$ cat config.mk
export PLATFORM = sky130hd
export DESIGN_NAME = multi_button_debounce_long_press_top
export DESIGN_NICKNAME = d
export VERILOG_FILES = /design/src/hw/rtl/mbd_pkg.sv /design/src/hw/rtl/multi_button_debounce_long_press_top.sv /design/src/hw/rtl/mbd_lane.sv /design/src/hw/rtl/mbd_merge.sv
export SDC_FILE = /design/constraint.sdc
export NUM_CORES = 1
export LEC_CHECK = 0
export ABC_AREA = 1
export BUFFER_PORTS_ARGS = -buffer_cell sky130_fd_sc_hd__buf_4
export CAP_MARGIN = 0
export CORE_AREA = 2 2 229 231
export DETAILED_ROUTE_END_ITERATION = 7
export DIE_AREA = 0 0 231 233
export PLACE_DENSITY = 0.65
export SLEW_MARGIN = 10
export SYNTH_ARGS = -nofsm -noshare
export SYNTH_HDL_FRONTEND = slang
export SYNTH_HIERARCHICAL = 1
export SYNTH_SLANG_ARGS = --single-unit
$ cat constraint.sdc
create_clock -name clk -period 4.5 [get_ports clk]
set_input_delay 1.125 -clock clk [delete_from_list [all_inputs] [get_ports clk]]
set_output_delay 1.125 -clock clk [all_outputs]
set_load 0.02 [all_outputs]
$ cat src/hw/rtl/mbd_pkg.sv
// Shared constants and types for the multi-button debouncer.
// No dependencies; imported by every other RTL file of the block.
package mbd_pkg;

	localparam int NUM_BUTTONS = 4;
	localparam int TIME_BITS   = 32;
	localparam int LIM_W       = 16;
	localparam int IDX_W       = 2;
	localparam int ADDR_W      = 3;
	localparam int DATA_W      = 32;

	localparam logic [LIM_W-1:0] DEBOUNCE_RST = 16'd15;
	localparam logic [LIM_W-1:0] LONG_RST     = 16'd3000;

	// register select, taken from paddr[2]
	localparam logic REG_DEBOUNCE = 1'b0;
	localparam logic REG_LONG     = 1'b1;

	// what one lane found for the current sample
	typedef struct packed {
		logic press;      // new level adopted and it is low
		logic cand;       // released with long mark set
		logic stable_nx;  // debounced level after this sample
		logic long_pre;   // long mark before any armed clear
	} lane_t;

	typedef struct packed {
		logic                   press_seen;
		logic [IDX_W-1:0]       press_index;
		logic                   long_press_any;
		logic [NUM_BUTTONS-1:0] stable_levels;
	} res_t;

endpackage

$ cat src/hw/rtl/multi_button_debounce_long_press_top.sv
// Top level: config registers, button lanes, merge stage and two-entry result buffer.
// Depends on mbd_pkg, mbd_lane and mbd_merge.
//
//  channel | handshake          | beat payload
//  --------+--------------------+---------------------------------------------------
//  in      | in_valid/in_ready  | now_ms, levels, clear_press, arm_long_reset
//  out     | out_valid/out_ready| press_seen, press_index, long_press_any, stable_levels
//  cfg     | APB psel/penable   | debounce_ms @0x0, long_press_ms @0x4
//
// One beat per clock while in_ready is high; its result is registered in the buffer.
// Lanes and merge are combinational: one 32-bit subtract and two compares per lane.
// Reset sets stable levels high, clears other state and loads the limits with 15 and 3000.
// A result buffer of two entries lets input continue for one beat while out_ready is low.
module multi_button_debounce_long_press_top (
	input  logic                               clk,
	input  logic                               arst_n,
	input  logic                               in_valid,
	output logic                               in_ready,
	input  logic [mbd_pkg::TIME_BITS-1:0]      now_ms,
	input  logic [mbd_pkg::NUM_BUTTONS-1:0]    levels,
	input  logic                               clear_press,
	input  logic                               arm_long_reset,
	output logic                               out_valid,
	input  logic                               out_ready,
	output logic                               press_seen,
	output logic [mbd_pkg::IDX_W-1:0]          press_index,
	output logic                               long_press_any,
	output logic [mbd_pkg::NUM_BUTTONS-1:0]    stable_levels,
	input  logic                               psel,
	input  logic                               penable,
	input  logic                               pwrite,
	input  logic [mbd_pkg::ADDR_W-1:0]         paddr,
	input  logic [mbd_pkg::DATA_W-1:0]         pwdata,
	output logic [mbd_pkg::DATA_W-1:0]         prdata,
	output logic                               pready
);
	import mbd_pkg::*;

	logic [LIM_W-1:0] debounce_q;
	logic [LIM_W-1:0] long_q;
	logic             cfg_wr;

	logic                   step;
	lane_t [NUM_BUTTONS-1:0] lanes;
	logic [NUM_BUTTONS-1:0] grant;
	res_t                   res;

	res_t main_q;
	res_t skid_q;
	logic out_valid_q;
	logic skid_valid_q;
	logic pop;

	// configuration
	assign pready = 1'b1;
	assign cfg_wr = psel && penable && pwrite;

	always_ff @(posedge clk or negedge arst_n) begin
		if (!arst_n) begin
			debounce_q <= DEBOUNCE_RST;
			long_q     <= LONG_RST;
		end else if (cfg_wr) begin
			unique case (paddr[2])
				REG_DEBOUNCE: debounce_q <= pwdata[LIM_W-1:0];
				REG_LONG:     long_q     <= pwdata[LIM_W-1:0];
				default:      ;
			endcase
		end
	end

	always_comb begin
		unique case (paddr[2])
			REG_DEBOUNCE: prdata = DATA_W'(debounce_q);
			REG_LONG:     prdata = DATA_W'(long_q);
			default:      prdata = '0;
		endcase
	end

	// lanes and merge
	assign in_ready = !skid_valid_q;
	assign step     = in_valid && in_ready;

	for (genvar g = 0; g < NUM_BUTTONS; g++) begin : g_lane
		mbd_lane u_lane (
			.clk          (clk),
			.arst_n       (arst_n),
			.step         (step),
			.now_ms       (now_ms),
			.raw          (levels[g]),
			.debounce_ms  (debounce_q),
			.long_press_ms(long_q),
			.clear_grant  (grant[g]),
			.info         (lanes[g])
		);
	end

	mbd_merge u_merge (
		.clk           (clk),
		.arst_n        (arst_n),
		.step          (step),
		.clear_press   (clear_press),
		.arm_long_reset(arm_long_reset),
		.lanes         (lanes),
		.grant         (grant),
		.res           (res)
	);

	// result buffer: main register plus skid entry
	assign pop = out_valid_q && out_ready;

	always_ff @(posedge clk or negedge arst_n) begin
		if (!arst_n) begin
			out_valid_q  <= 1'b0;
			skid_valid_q <= 1'b0;
		end else if (skid_valid_q) begin
			if (pop)
				skid_valid_q <= 1'b0;
		end else if (step) begin
			if (!out_valid_q || pop)
				out_valid_q <= 1'b1;
			else
				skid_valid_q <= 1'b1;
		end else if (pop) begin
			out_valid_q <= 1'b0;
		end
	end

	always_ff @(posedge clk) begin
		if (skid_valid_q) begin
			if (pop)
				main_q <= skid_q;
		end else if (step) begin
			if (!out_valid_q || pop)
				main_q <= res;
			else
				skid_q <= res;
		end
	end

	assign out_valid      = out_valid_q;
	assign press_seen     = main_q.press_seen;
	assign press_index    = main_q.press_index;
	assign long_press_any = main_q.long_press_any;
	assign stable_levels  = main_q.stable_levels;

`ifndef SYNTH
	a_skid_behind_main: assert property (@(posedge clk) disable iff (!arst_n)
		skid_valid_q |-> out_valid_q)
		else $error("skid entry held without a main entry");

	a_stalled_beat_to_skid: assert property (@(posedge clk) disable iff (!arst_n)
		(step && out_valid_q && !out_ready) |=> skid_valid_q)
		else $error("beat accepted under stall was not buffered");

	a_single_grant: assert property (@(posedge clk) disable iff (!arst_n)
		$onehot0(grant))
		else $error("more than one long mark cleared by one armed reset");
`endif

endmodule

$ cat src/hw/rtl/mbd_lane.sv
// One button lane: raw-level history, change stamp, debounce and long-press timers.
// Depends on mbd_pkg.
module mbd_lane (
	input  logic                           clk,
	input  logic                           arst_n,
	input  logic                           step,
	input  logic [mbd_pkg::TIME_BITS-1:0] now_ms,
	input  logic                           raw,
	input  logic [mbd_pkg::LIM_W-1:0]     debounce_ms,
	input  logic [mbd_pkg::LIM_W-1:0]     long_press_ms,
	input  logic                           clear_grant,
	output mbd_pkg::lane_t                 info
);
	import mbd_pkg::*;

	logic                 stable_q;
	logic                 prev_q;
	logic                 long_q;
	logic [TIME_BITS-1:0] stamp_q;

	logic [TIME_BITS-1:0] stamp_eff;
	logic [TIME_BITS-1:0] elapsed;
	logic                 adopt;
	logic                 long_set;

	assign stamp_eff = (raw != prev_q) ? now_ms : stamp_q;
	assign elapsed   = now_ms - stamp_eff;
	assign adopt     = (elapsed > TIME_BITS'(debounce_ms)) && (stable_q != raw);
	assign long_set  = (elapsed > TIME_BITS'(long_press_ms)) && !raw;

	assign info.press     = adopt && !raw;
	assign info.cand      = raw && long_q;
	assign info.stable_nx = adopt ? raw : stable_q;
	assign info.long_pre  = long_q | long_set;

	always_ff @(posedge clk or negedge arst_n) begin
		if (!arst_n) begin
			stable_q <= 1'b1;
			prev_q   <= 1'b0;
			long_q   <= 1'b0;
			stamp_q  <= '0;
		end else if (step) begin
			stable_q <= info.stable_nx;
			prev_q   <= raw;
			long_q   <= info.long_pre & ~clear_grant;
			stamp_q  <= stamp_eff;
		end
	end

endmodule

$ cat src/hw/rtl/mbd_merge.sv
// Merge stage: press latch and index, armed long-reset grant, result fields.
// Depends on mbd_pkg; fed by the mbd_lane instances.
module mbd_merge (
	input  logic                                   clk,
	input  logic                                   arst_n,
	input  logic                                   step,
	input  logic                                   clear_press,
	input  logic                                   arm_long_reset,
	input  mbd_pkg::lane_t [mbd_pkg::NUM_BUTTONS-1:0] lanes,
	output logic [mbd_pkg::NUM_BUTTONS-1:0]        grant,
	output mbd_pkg::res_t                          res
);
	import mbd_pkg::*;

	logic             latch_q;
	logic [IDX_W-1:0] idx_q;
	logic             armed_q;

	logic             armed_eff;
	logic             latch_nx;
	logic [IDX_W-1:0] idx_nx;
	logic             armed_nx;
	logic             any_press;
	logic             found;
	logic             any_long;
	logic [NUM_BUTTONS-1:0] stable_nx;

	assign armed_eff = armed_q | arm_long_reset;

	always_comb begin
		grant     = '0;
		found     = 1'b0;
		any_press = 1'b0;
		idx_nx    = idx_q;
		any_long  = 1'b0;
		stable_nx = '0;
		for (int n = 0; n < NUM_BUTTONS; n++) begin
			if (armed_eff && lanes[n].cand && !found) begin
				grant[n] = 1'b1;
				found    = 1'b1;
			end
			if (lanes[n].press) begin
				any_press = 1'b1;
				idx_nx    = IDX_W'(n);
			end
			stable_nx[n] = lanes[n].stable_nx;
		end
		for (int n = 0; n < NUM_BUTTONS; n++) begin
			if (lanes[n].long_pre && !grant[n])
				any_long = 1'b1;
		end
	end

	assign latch_nx = (latch_q & ~clear_press) | any_press;
	assign armed_nx = armed_eff & ~found;

	assign res.press_seen     = latch_nx;
	assign res.press_index    = idx_nx;
	assign res.long_press_any = any_long & ~armed_nx;
	assign res.stable_levels  = stable_nx;

	always_ff @(posedge clk or negedge arst_n) begin
		if (!arst_n) begin
			latch_q <= 1'b0;
			idx_q   <= '0;
			armed_q <= 1'b0;
		end else if (step) begin
			latch_q <= latch_nx;
			idx_q   <= idx_nx;
			armed_q <= armed_nx;
		end
	end

endmodule
# Yosys cells after proc, flatten, opt, wreduce, memory -nomap -nowiden
# Cells that the tools add are included.
[classes]
n_addsub = 4
n_lt_le_gt_ge = 8
n_eq_ne = 10
muxes = 39
bitwise = 23
n_reduce_logical = 52
[op_table]
columns = ["op", "count"]
rows = [
  ["32-bit by 16-bit > comparator with 1-bit output", 8],
  ["32-bit 2-to-1 mux", 4],
  ["32-bit subtractor", 4],
  ["32-bit case mux with 2 select lines", 1],
  ["8-bit 2-to-1 mux", 4],
  ["1-bit logical AND", 31],
  ["1-bit 2-to-1 mux", 26],
  ["1-bit zero test", 12],
  ["1-bit NOT", 10],
  ["3-bit AND reduction", 3],
  ["2-bit 2-to-1 mux", 4],
  ["1-bit != test", 8],
  ["1-bit AND", 7],
  ["1-bit OR", 6],
  ["2-bit nonzero test", 3],
  ["2-bit AND reduction", 2],
  ["2-bit by 1-bit != test with 1-bit output, second input constant", 1],
  ["2-bit != test, second input constant", 1],
  ["1-bit logical OR", 1],
]
[totals]
ff_bits = 194
input_bits = 80

# Depth between registers and ports, before layout
[logic_depth]
word_depth = 19
mapped_depth = 34
depth_no_buf = 33

# Modules after synthesis
# The synthesis kept the hierarchy.
[by_module_without_submodules]
columns = ["module", "instances", "cells_per_inst", "area_per_inst_um2", "seq_area_each_um2"]
rows = [
  ["mbd_lane (g_lane[0].u_lane ...)", 2, 841, 5078.6, 877.1],
  ["mbd_lane (g_lane[3].u_lane)", 1, 847, 5138.7, 877.1],
  ["mbd_lane (g_lane[1].u_lane)", 1, 841, 4989.8, 877.1],
  ["multi_button_debounce_long_press_top", 1, 269, 2321.0, 1345.0],
  ["mbd_merge", 1, 55, 371.6, 100.1],
]

# Least setup slack after synthesis
# No wires, ideal clock.
[synth_path]
path_type = "input to register"
from = "input levels[3] (netlist name)"
to = "register main_q (netlist bit press_seen), data pin"
t_arrival_ns = 4.613
required_ns = 4.245
slack_ns = -0.368
cell_stages = 28
path_cell_list = "inv_2 > nand2_1 > nand2_1 > clkbuf_1 > clkbuf_1 > nand2_1 > o21ai_0 > ha_1 > nand2_1 > inv_1 > nand2_2 > inv_2 > a21oi_1 > nand2_2 > xor2_1 > ha_1 > nand4_1 > nor4_1 > nor3b_1 > a32o_1 > nand3_1 > nand2_1 > nor2_1 > nor2_1 > o211ai_1 > buf_4 > nand2_1 > nand2_1"
[synth_rtl]
columns = ["element", "line", "source"]
rows = [
  ["start: declaration", "multi_button_debounce_long_press_top.sv:20", "input logic [mbd_pkg::NUM_BUTTONS-1:0] levels,"],
  ["end signal: assignment", "multi_button_debounce_long_press_top.sv:131", "main_q <= skid_q;"],
  ["end signal: assignment", "multi_button_debounce_long_press_top.sv:134", "main_q <= res;"],
  ["end: declaration", "multi_button_debounce_long_press_top.sv:48", "res_t main_q;"],
]

==> results by group <==
Placement
  • Place WS: -0.734 ns
  • IO buf count: 87
  • HPWL Detailed: 64.7 mm
  • Placer congestion estimate: 0.953

Critical path
  • Crit Path Max Fanout: 7
  • Crit path max-delay family: simple AND/OR/NAND/NOR gates
  • Kind of critical path: primary input to register
  • Worst Setup End Kind: register
  • CP Data Required Time: 4.78 ns
  • Reg2reg start: g_lane[3].u_lane/prev_q
  • Worst r2r path cells: 30
  • Buf+Inv Stages, Crit Path: 8
  • Worst Setup SP: levels[2]
  • R2R Path End: long_press_any
  • R2r setup slk: 0.30 ns
  • CP startpoint kind: primary input
  • CP most frequent cell: nand2_1
  • WP data arrival: 4.68 ns
  • Critical-path top delay cell: o21ai_0
  • Max incr delay on CP: 0.39 ns

Die
  • CORE AREA: 51100 µm²
  • Starting density of the core: 0.450
  • FP Rows: 83
  • Number of I/O pins: 123
  • Die width: 231 µm
  • Die area: 53800 µm²
  • Die span in y: 233 µm

Routing
  • Met2 routed WL: 36.4 mm
  • DRC: 0
  • Final ANT Viol Nets: 0
  • WL/cell: 15.8 µm
  • DRT Pass-1 Iters: 8
  • Met1 Wirelength: 36.9 mm
  • Drt initial violations: 1990
  • Highest routed metal layer: met4
  • Via count: 25800
  • Met3 wire len: 5.04 mm
  • WL final: 81.1 mm
  • Mean number of vias per cell: 5.02

Clock network
  • Reg clk slew, reported paths: 0.09 ns
  • Num CTS Buffers: 17
  • CTS Root Buffer Type: clkbuf_16
  • H-tree depth: 4
  • CTS tree: done
  • CTS Buffer Depth: 2
  • Sink Count: 194
  • Clk_lat worst skew: 0.52 ns

Synth
  • Share of the yosys chip area belonging to registers: 0.216
  • Mux cell area share after synthesis: 0
  • Adder-cell share of the synthesized area: 0.115
  • Yosys warns: 6
  • Synthesized area: 23000 µm²
  • Yosys cell types: 54
  • Leading area contributor after synthesis: nand2_1
  • Compound-Gate Fraction of Synth Area: 0.130
  • Syn_area_per_cell: 6.22 µm²
  • Area contributors post-synth: nand2_1 18%, dfrtp_1 18%, ha_1 12%
  • Count of flip-flops with a built-in enable after synthesis: 16
  • Area share of and/or/nand/nor cells after synthesis: 0.374
  • Cells after synthesis: 3694
  • Synthesis-stage register bit count: 194
  • Main combinational cell family by area after synthesis: simple AND/OR/NAND/NOR gates
  • Main flop type after synthesis: dfrtp_1
  • Synth async-reset ratio: 0.918
  • Top-area cell type share of the netlist area: 0.183
  • Xor and xnor area share after synthesis: 0.0236

Final layout
  • Layout cell share with drive strength beyond 1: 0.295
  • Most frequent cells in the layout: 1048 x nand2_1, 782 x buf_4, 688 x inv_1, 268 x o21ai_0
  • Layout net count: 4743
  • Antenna cell count: 0
  • Leading cell type in the layout, fill and taps excluded: nand2_1
  • Final core occ: 0.614
  • Area Overhead vs Synth: 36.6%

Hold path
  • Worst min-delay path startpoint: g_lane[3].u_lane/stamp_q[15]
  • Worst min-delay path class: register to register
  • Worst Hold End: g_lane[3].u_lane/stamp_q[15]
  • Hold path cells: 2

Timing
  • Final WS setup: 0.0985 ns
  • Final Hold Vio Count: 0
  • Setup-failing EPs final: 0
  • Slew margin rel.: 0.216
  • TNS Setup: 0 ns
  • Fin Hold WS: 0.486 ns
  • Unrepaired setup endpoints after global routing: true
  • Post-Route Skew: 0.0237 ns
  • Tcrit/Tclk final: 0.978
  • Minimum clock period after layout: 4.40 ns
  • Worst-Margin Slew: 1.18 ns
  • Max-slew violations: 0
  • Max Clk Rate: 227 MHz

Power
  • PnR Total Power: 25800 µW
  • Pwr Density: 822 nW/µm²
  • Peak VDD IR: 375 µV
  • Pleak: 0.0172 µW

GRT
  • Antenna violations before repair: 0
  • GRT Resource Usage Total: 0.296
  • Grt ovf: 0
  • Vias in the first global route: 23400
  • First-pass GRT wire length: 123 mm
  • Pin count of the biggest net entering global routing: 69

Outcome
  • Status: finished, final reports clean

Run
  • Max cap viols: 0
-- power by group --
part	internal (µW)	switching (µW)	leakage (µW)
Sequential	2520	639	0.00232
Combinational	9850	11100	0.0146
Clock	777	919	0.000306
-- Yosys cell counts (all sizes together), types with 3 or more instances --
library cell,instances
o221ai,4
clkbuf,43
o21a,4
and2,3
nand2,1203
nor2,265
a21oi,149
nor3,42
o2111ai,4
nor4,18
edfxtp,16
a221oi,3
xor2,38
dfstp,15
buf,40
a31oi,7
nand4,53
or2,4
o21ai,315
dfrtp,163
xnor2,24
inv,726
nand3,266
a21boi,10
nand3b,11
o21bai,20
o211ai,8
a211oi,15
ha,212
-- flip-flops by register name, summed over array words and instances, names as in the netlist, 2 cells and up --
signal / count
g_lane.u_lane/prev_q: 4
g_lane.u_lane/long_q: 4
g_lane.u_lane/stable_q: 4
long_q: 16
g_lane.u_lane/stamp_q: 128
stable_levels: 4
debounce_q: 16
press_index: 2
u_merge/idx_q: 2
skid_q: 8
-- through the flow --
stage | instance area (µm²) | std cells
floorplan | 23200 | 3709
global placement | 29400 | 5087
detailed placement | 29400 | 5087
CTS | 30100 | 5119
global route | 31400 | 5144
finish | 31400 | 5144
-- how the worst max path moves through the flow --
| stage | end | cells past startpoint | slack [ns] |
|---|---|---|---|
| 6_report | press_index[0] | 29 | 0.1 |
| 4_1_cts | press_index[1] | 28 | 0.004 |
| 2_1_floorplan | press_seen | 28 | -0.09 |
| 5_1_grt | long_press_any | 29 | -0.13 |
| 3_5_place_dp | press_seen | 28 | -0.73 |
| 3_3_place_gp | press_seen | 27 | -0.67 |
-- cell families (layout without fill, tap and decap cells) --
group | after synthesis | in the layout
AND/OR/NAND/NOR | 1868 | 1868
buffers and inverters | 810 | 1565
AO/OA/AOI/OAI | 546 | 546
adder cells (fa/ha/maj) | 212 | 212
flip-flops | 194 | 194
XOR/XNOR | 62 | 62
other | 2 | 17
-- routing by layer --
| metal | track usage | vias to the layer above |
|---|---|---|
| li1 | - | 13200 |
| met1 | 0.405 | 11800 |
| met2 | 0.477 | 695 |
| met3 | 0.0408 | 129 |
| met4 | 0.101 | 0 |
| met5 | 0 | - |
-- area by class of cell --
type / count / area (µm²)
sequential: 194 / 4950
inverter: 727 / 2760
clock buffer: 17 / 425
multi-input combinational: 2705 / 15900
fill: 4728 / 19700
clock inverter: 15 / 205
timing repair buffer: 806 / 6260
tap: 680 / 851
-- worst reg2reg max path: cells and delay by family, from the launching register on --
kind | cells | cell delay [ns]
xor gates and xnor gates | 1 | 0.20
AOI/OAI and AO/OA | 1 | 0.16
and+or+nand+nor | 19 | 1.94
DFF | 1 | 0.43
adders and majority gates | 1 | 0.26
buffers and inverters | 8 | 0.98
-- repair_timing --
action / CTS / global route
pin swaps: 2 / 93
hold endpoints to repair: 0 / 0
gates cloned: 0 / 1
setup buffers: 0 / 29
hold buffers: 0 / 0
resized for setup: 8 / 276
setup endpoints to repair: 9 / 19
Power figures use the tool's default switching activity.
